File: config.mk
export PLATFORM = sky130hd
export DESIGN_NAME = seven_segment_two_wire_sender
export DESIGN_NICKNAME = d
export VERILOG_FILES = /design/src/rtl/sstws_pkg.sv /design/src/rtl/seven_segment_two_wire_sender.sv
export SDC_FILE = /design/constraint.sdc
export NUM_CORES = 1
export LEC_CHECK = 0
export ABC_AREA = 1
export BUFFER_PORTS_ARGS = -buffer_cell sky130_fd_sc_hd__buf_2
export CAP_MARGIN = 20
export CORE_MARGIN = 2
export CORE_UTILIZATION = 30
export CTS_CLUSTER_SIZE = 25
export DETAILED_ROUTE_END_ITERATION = 10
export PLACE_DENSITY_LB_ADDON = 0.2
export SETUP_SLACK_MARGIN = 0.5
export SLEW_MARGIN = 5
export SYNTH_ARGS = -nofsm -noshare
export SYNTH_HDL_FRONTEND = slang
export SYNTH_SLANG_ARGS = --single-unit
File: constraint.sdc
create_clock -name i_clk -period 5.8 [get_ports i_clk]
set_input_delay 0.87 -clock i_clk [delete_from_list [all_inputs] [get_ports i_clk]]
set_output_delay 0.87 -clock i_clk [all_outputs]
set_load 0.05 [all_outputs]
File: src/rtl/sstws_pkg.sv
package sstws_pkg;

    // Largest number of segment bytes sent in one data frame.
    localparam int unsigned MAX_DIGITS = 4;

    localparam logic [7:0] CMD_DATA_WRITE = 8'h40;
    localparam logic [7:0] CMD_ADDRESS    = 8'hC0;
    localparam logic [7:0] CMD_DISPLAY    = 8'h80;

    localparam logic OP_TICK  = 1'b0;
    localparam logic OP_BEGIN = 1'b1;

    localparam logic REG_BRIGHTNESS = 1'b0;
    localparam logic REG_ENABLE     = 1'b1;

    typedef struct packed {
        logic       opcode;
        logic [7:0] digit0_segments;
        logic [7:0] digit1_segments;
        logic [7:0] digit2_segments;
        logic [7:0] digit3_segments;
        logic [2:0] digit_count;
        logic [1:0] start_digit;
        logic       dio_sense;
    } t_in_item;

    typedef struct packed {
        logic clk_level;
        logic dio_level;
        logic busy_res;
        logic done_res;
        logic ack_missing;
    } t_out_item;

endpackage

File: src/rtl/seven_segment_two_wire_sender.sv
// Channel   Direction  Handshake                     Payload
// in        in         i_in_valid / o_in_stall       i_in_data   (t_in_item)
// out       out        o_out_valid / i_out_stall     o_out_data  (t_out_item)
// cfg       in         i_cfg_valid / o_cfg_ready     i_cfg_index, i_cfg_data
//
// Every input beat gives exactly one output beat, in the cycle after it is accepted.
// A new beat is accepted in every cycle unless the input stalls; the single output register sets that figure.
// The input stalls only while the output register is full and the output is stalled.
// Reset (i_rst_n low, synchronous) idles both lines high and restores the register defaults.
// Configuration writes are always taken and land in the next cycle.
module seven_segment_two_wire_sender
    import sstws_pkg::*;
(
    input  logic       i_clk,
    input  logic       i_rst_n,
    input  logic       i_in_valid,
    output logic       o_in_stall,
    input  t_in_item   i_in_data,
    output logic       o_out_valid,
    input  logic       i_out_stall,
    output t_out_item  o_out_data,
    input  logic       i_cfg_valid,
    output logic       o_cfg_ready,
    input  logic       i_cfg_index,
    input  logic [2:0] i_cfg_data
);

    // One phase of the sequence is advanced by each tick beat; a tick while idle leaves it idle.
    typedef enum logic [3:0] {
        PH_IDLE, PH_START, PH_BIT_A, PH_BIT_B, PH_BIT_C,
        PH_ACK1, PH_ACK2, PH_ACK3, PH_ACK4,
        PH_STOP1, PH_STOP2, PH_STOP3
    } t_phase;

    t_phase     r_phase, n_phase;
    logic [1:0] r_frame_index, n_frame_index;
    logic [2:0] r_byte_index, n_byte_index;
    logic [2:0] r_bit_index, n_bit_index;
    logic [7:0] r_shift_byte, n_shift_byte;
    logic [2:0] r_bytes_to_send, n_bytes_to_send;
    logic [1:0] r_address_offset, n_address_offset;
    logic       r_clk_line, n_clk_line;
    logic       r_dio_line, n_dio_line;
    logic       r_nack, n_nack;
    logic [2:0] r_brightness;
    logic       r_enable;
    logic [7:0] r_store [MAX_DIGITS];
    logic       r_out_valid;
    t_out_item  r_out_data;
    t_out_item  n_out_data;
    logic       w_accept;
    logic       w_load_store;
    logic       w_done;
    logic [2:0] w_count;
    logic [2:0] w_load_index;

    // Byte sent in the current frame slot. The data bytes follow the address byte,
    // so data byte k sits at slot k + 1.
    function automatic logic [7:0] slot_byte(
        input logic [1:0] frame,
        input logic [2:0] slot
    );
        logic [2:0] data_index;
        data_index = slot - 3'd1;
        slot_byte  = 8'h00;
        if (frame == 2'd0) begin
            slot_byte = CMD_DATA_WRITE;
        end else if (frame == 2'd1) begin
            if (slot == 3'd0) begin
                slot_byte = CMD_ADDRESS + {6'd0, r_address_offset};
            end else if (32'(data_index) < MAX_DIGITS) begin
                slot_byte = r_store[data_index[1:0]];
            end
        end else begin
            slot_byte = CMD_DISPLAY + {4'd0, r_enable, r_brightness};
        end
    endfunction

    // The output register frees itself whenever the far side is not stalling.
    assign o_in_stall  = r_out_valid && i_out_stall;
    assign w_accept    = i_in_valid && !o_in_stall;
    assign o_out_valid = r_out_valid;
    assign o_out_data  = r_out_data;
    assign o_cfg_ready = 1'b1;

    // A count beyond the store depth is clipped to it.
    assign w_count = (32'(i_in_data.digit_count) > MAX_DIGITS)
                   ? 3'(MAX_DIGITS) : i_in_data.digit_count;

    always_comb begin
        n_phase          = r_phase;
        n_frame_index    = r_frame_index;
        n_byte_index     = r_byte_index;
        n_bit_index      = r_bit_index;
        n_shift_byte     = r_shift_byte;
        n_bytes_to_send  = r_bytes_to_send;
        n_address_offset = r_address_offset;
        n_clk_line       = r_clk_line;
        n_dio_line       = r_dio_line;
        n_nack           = r_nack;
        w_done           = 1'b0;
        w_load_store     = 1'b0;
        w_load_index     = r_byte_index + 3'd1;

        if (i_in_data.opcode == OP_BEGIN) begin
            // A begin beat while a transfer runs leaves the sequence unchanged.
            if (r_phase == PH_IDLE) begin
                w_load_store     = 1'b1;
                n_bytes_to_send  = w_count;
                n_address_offset = i_in_data.start_digit;
                n_frame_index    = 2'd0;
                n_byte_index     = 3'd0;
                n_bit_index      = 3'd0;
                n_nack           = 1'b0;
                n_phase          = PH_START;
            end
        end else begin
            unique case (r_phase)
                PH_IDLE: begin
                end
                PH_START: begin
                    n_dio_line   = 1'b0;
                    n_byte_index = 3'd0;
                    n_bit_index  = 3'd0;
                    n_shift_byte = slot_byte(r_frame_index, 3'd0);
                    n_phase      = PH_BIT_A;
                end
                PH_BIT_A: begin
                    n_clk_line = 1'b0;
                    n_phase    = PH_BIT_B;
                end
                PH_BIT_B: begin
                    n_dio_line = r_shift_byte[0];
                    n_phase    = PH_BIT_C;
                end
                PH_BIT_C: begin
                    n_clk_line   = 1'b1;
                    n_shift_byte = {1'b0, r_shift_byte[7:1]};
                    if (r_bit_index == 3'd7) begin
                        n_bit_index = 3'd0;
                        n_phase     = PH_ACK1;
                    end else begin
                        n_bit_index = r_bit_index + 3'd1;
                        n_phase     = PH_BIT_A;
                    end
                end
                PH_ACK1: begin
                    n_clk_line = 1'b0;
                    n_dio_line = 1'b1;
                    n_phase    = PH_ACK2;
                end
                PH_ACK2: begin
                    n_clk_line = 1'b1;
                    n_phase    = PH_ACK3;
                end
                PH_ACK3: begin
                    if (!i_in_data.dio_sense) begin
                        n_dio_line = 1'b0;
                    end else begin
                        n_nack = 1'b1;
                    end
                    n_phase = PH_ACK4;
                end
                PH_ACK4: begin
                    n_clk_line = 1'b0;
                    if (r_frame_index == 2'd1 && r_byte_index < r_bytes_to_send) begin
                        n_byte_index = w_load_index;
                        n_shift_byte = slot_byte(r_frame_index, w_load_index);
                        n_phase      = PH_BIT_A;
                    end else begin
                        n_phase = PH_STOP1;
                    end
                end
                PH_STOP1: begin
                    n_dio_line = 1'b0;
                    n_phase    = PH_STOP2;
                end
                PH_STOP2: begin
                    n_clk_line = 1'b1;
                    n_phase    = PH_STOP3;
                end
                PH_STOP3: begin
                    n_dio_line = 1'b1;
                    if (r_frame_index >= 2'd2) begin
                        n_frame_index = 2'd0;
                        w_done        = 1'b1;
                        n_phase       = PH_IDLE;
                    end else begin
                        n_frame_index = r_frame_index + 2'd1;
                        n_phase       = PH_START;
                    end
                end
                default: begin
                    n_phase = PH_IDLE;
                end
            endcase
        end

        n_out_data.clk_level   = n_clk_line;
        n_out_data.dio_level   = n_dio_line;
        n_out_data.busy_res    = (n_phase != PH_IDLE) || w_done;
        n_out_data.done_res    = w_done;
        n_out_data.ack_missing = n_nack;
    end

    always_ff @(posedge i_clk) begin
        if (!i_rst_n) begin
            r_phase          <= PH_IDLE;
            r_frame_index    <= 2'd0;
            r_byte_index     <= 3'd0;
            r_bit_index      <= 3'd0;
            r_shift_byte     <= 8'h00;
            r_bytes_to_send  <= 3'd0;
            r_address_offset <= 2'd0;
            r_clk_line       <= 1'b1;
            r_dio_line       <= 1'b1;
            r_nack           <= 1'b0;
            r_brightness     <= 3'd7;
            r_enable         <= 1'b1;
            r_out_valid      <= 1'b0;
        end else begin
            if (w_accept) begin
                r_phase          <= n_phase;
                r_frame_index    <= n_frame_index;
                r_byte_index     <= n_byte_index;
                r_bit_index      <= n_bit_index;
                r_shift_byte     <= n_shift_byte;
                r_bytes_to_send  <= n_bytes_to_send;
                r_address_offset <= n_address_offset;
                r_clk_line       <= n_clk_line;
                r_dio_line       <= n_dio_line;
                r_nack           <= n_nack;
                r_out_valid      <= 1'b1;
            end else if (!i_out_stall) begin
                r_out_valid <= 1'b0;
            end
            if (i_cfg_valid) begin
                unique case (i_cfg_index)
                    REG_BRIGHTNESS: r_brightness <= i_cfg_data;
                    REG_ENABLE:     r_enable     <= i_cfg_data[0];
                endcase
            end
        end
    end

    // Payload registers: the segment store and the result beat carry no reset.
    always_ff @(posedge i_clk) begin
        if (w_accept) begin
            r_out_data <= n_out_data;
            if (w_load_store) begin
                r_store[0] <= i_in_data.digit0_segments;
                r_store[1] <= i_in_data.digit1_segments;
                r_store[2] <= i_in_data.digit2_segments;
                r_store[3] <= i_in_data.digit3_segments;
            end
        end
    end

    // Between transfers both lines rest high.
    a_idle_lines_high: assert property (@(posedge i_clk) disable iff (!i_rst_n)
        r_phase == PH_IDLE |-> r_clk_line && r_dio_line)
        else $error("lines not high while idle");

    // The data-byte counter never runs past the latched count.
    a_byte_index_bound: assert property (@(posedge i_clk) disable iff (!i_rst_n)
        r_byte_index <= r_bytes_to_send)
        else $error("byte index beyond byte count");

    // Only three frames exist.
    a_frame_bound: assert property (@(posedge i_clk) disable iff (!i_rst_n)
        r_frame_index != 2'd3)
        else $error("frame index out of range");

    // A finishing beat ends the transfer and leaves the lines idle.
    a_done_ends: assert property (@(posedge i_clk) disable iff (!i_rst_n)
        w_accept && w_done |=> r_phase == PH_IDLE && o_out_data.busy_res
            && o_out_data.clk_level && o_out_data.dio_level)
        else $error("done beat did not end the transfer");

endmodule

==> flow_summary.ini <==
[setup_path]
startpoint = i_out_stall
worstSetupPathType = in -> out
start_kind = input pin
cp.required_ps = 4930
timing.rr.end = r_shift_byte[5]
regToRegSetupSlack_ps = 3670
worstRegToRegCells = 10
r2r_start = r_byte_index[0]
critical_path_arrival_ps = 1310
cp-end-kind = output port
cp_max_fo = 3

[layout]
fin_nets = 548
multi_input_area_sq_mm = 0.00141
syn_to_final_growth_pct = 21.4
regArea_sq_mm = 0.00177
fillers = 1149
drive_gt1_share_pct = 17.9
antenna_cells = 0

[yosys]
yosysSeqAreaShare_pct = 51.9
muxShareOfSynthArea_pct = 0
synth_compound_area_share_pct = 9.86
synthAdderAreaFrac_pct = 2.57
synth_area_per_cell_sq_um = 7.87
yosys_warnings = 0
syn_area_sq_mm = 0.00341
ys_seq_elements = 70
synthSimpleGateAreaFrac_pct = 28.8
synth_cell_types = 32
synth_xor_area_share_pct = 0
syn_nets = 489
synthesis.instances = 434
synth_top_family_by_area = simple AND/OR/NAND/NOR gates

[floorplan]
start_util_pct = 31.1
fp.dieH_microns = 111
coreArea_sq_mm = 0.0110
dieArea_sq_mm = 0.0123
die_w_microns = 111
io_pins = 56
rows = 38

[route]
top_layer_used = met4
met3_length_microns = 395
avgRoutedWirePerCell_microns = 12.6
drc = 0
viasPerCell = 4.65
vias = 2964
first_pass_iters = 4
m1WireLength_mm = 3.59
drt_iter0_markers = 106
drt-total-wl_mm = 8.04
wl_met2_mm = 3.89
ant_nets = 0

[sta]
hold_ws_ps = 474
rsz0062_at_grt = no
period_minus_slack_ps = 2180
final_hold_viol_count = 0
final.setup_skew_ps = 7.39
setup-violations-final = 0
min_period_over_period_pct = 37.6
slew_viol_final = 0
tns_ps = 0
layout_setup_ws_ps = 3620
fmax_mhz = 458

[cts]
clkTransAtPathRegs_ps = 60
cts_tree = built
cts-root-buf = clkbuf_16
cts-resized-gates = 0
clockBufferDepth = 2
cts.sinks = 70
h-tree-depth = 3
cts_hold_buf = 0
clock_latency_ps = 330
postCtsSetupBuffers = 0
cts-buffers-inserted = 9

[power_and_ir_drop]
comb_power_share_pct = 11.7
p_sw_w = 0.000333
p_leak_nw = 1.92
seq_power_share_pct = 43.0
p_sw_share_pct = 25.4
power_frac_clock_pct = 45.3
p_int_w = 0.000978
vdd_ir_drop_max_v = 0.000126
powerDensity_mw_per_mm2 = 316

[placement]
gp_congestion = 0.904
dpl_worst_slack_ps = 3430
hpwl_mm = 5.93
io_buffers = 54

[global_route]
grt_max_degree = 34
grt_pass1_wl_mm = 13.4
grt_pass1_vias = 2917
groute.usage.overall_pct = 13.7
overflow = 0
antenna_found_initial = 0

[min_path]
min_to = r_address_offset[0]
hold_path_depth = 2
holdCritStartpoint = r_address_offset[0]
worstHoldPathType = reg -> reg

[job]
max_cap_viol_count = 0

[outcome]
status = finished, final reports clean
## synth_stat cells
cell type  instances  area share (%)
nand2_1          146              16
nor2_1            48             5.3
inv_1             43             4.7
edfxtp_1          37              33
dfxtp_1           33              19
a21oi_1           31             4.5
nand3_1           24             3.5
o21ai_0           19             2.8
ha_1               7             2.6
inv_2              5            0.55
nand2_2            5            0.92
nor2_2             4            0.73
o211ai_1           4            0.88
nand4_1            3            0.55
a211oi_1           2            0.44
buf_2              2            0.29
clkbuf_1           2            0.22
clkinv_1           2            0.22
nor2_4             2            0.66
nor3_1             2            0.29
o22ai_1            2            0.37
a21oi_2            1            0.26
a22oi_1            1            0.22
and2_1             1            0.18
buf_4              1            0.22
buf_6              1            0.33
clkbuf_4           1            0.22
conb_1             1            0.11
nand2_4            1            0.33
nand3_2            1            0.29
o21ai_1            1            0.15
o21bai_1           1            0.22
## metrics by stage
step / utilization [%] / cells / power (W) / area (sq um)
after floorplan: - / 434 / 0.000678 / 3410
after global placement: 34.8 / 622 / 0.000727 / 3820
after detailed placement: 34.8 / 622 / 0.000728 / 3820
after CTS: 37.7 / 638 / 0.00133 / 4150
after global routing: 37.7 / 638 / 0.00137 / 4150
final: 37.7 / 638 / 0.00131 / 4150
## worst max-delay path by stage
stage | end | slack [ps] | cells past startpoint
global route | r_shift_byte[5] | 3430 | 10
floorplan | r_bytes_to_send[1] | 3020 | 6
finish | o_in_stall | 3620 | 4
detailed placement | r_byte_index[1] | 3430 | 10
global placement | r_bytes_to_send[0] | 3470 | 8
CTS | o_in_stall | 3610 | 4
## cell type report
class	count	share of cell area [%]
flip-flops and latches	70	42.7
clock buffers	9	5.43
clock inverters	7	2.32
inverters	50	4.53
repair buffers	55	6.70
well taps	140	4.23
multi-input cells	307	34.0
## sequential cells by signal (all words and copies together) (netlist names)
| register | count |
|---|---|
| o_out_valid | 1 |
| o_out_data | 5 |
| r_clk_line | 1 |
| r_nack | 1 |
| r_dio_line | 1 |
| r_store | 32 |
| r_shift_byte | 8 |
| r_byte_index | 3 |
| r_brightness | 3 |
| r_bytes_to_send | 3 |
| r_address_offset | 2 |
| r_enable | 1 |
| r_frame_index | 2 |
| r_bit_index | 3 |
| r_phase | 4 |
## cells by family after synthesis
kind of cell	count (synthesis)
adder cells (fa/ha/maj)	7
buffers and inverters	57
flip-flops	70
other	1
AO/OA/AOI/OAI	62
AND/OR/NAND/NOR	237
## placed cells by master (no fill, tap or decap), drive strengths merged, types with 7 or more instances in the layout
cell    synthesis  final
nor2           54     54
nand2         152    152
buf             4     55
dfxtp          33     33
o21ai          20     20
edfxtp         37     37
clkbuf          3      9
a21oi          32     32
inv            48     50
nand3          25     25
ha              7      7
## power by group through the flow
stage | Sequential (W) | Combinational (W) | Clock (W)
finish | 0.000563 | 0.000153 | 0.000594
global route | 0.000566 | 0.000175 | 0.000632
CTS | 0.000564 | 0.000155 | 0.000609
detailed placement | 0.000574 | 0.000154 | 0
global placement | 0.000574 | 0.000153 | 0
floorplan | 0.000580 | 0.0000988 | 0
## routing by layer
metal  track usage (%)  vias up
li1                  -     1529
met3              2.79       12
met4              7.33        0
met5                 0        -
met1              16.6     1336
met2              22.8       87
## worst max-delay path: stages
cell     delay, ps
buf_2           70
nand2_1         70
inv_1           50
buf_2          250
Note: power is estimated with default switching activity, not from simulation.
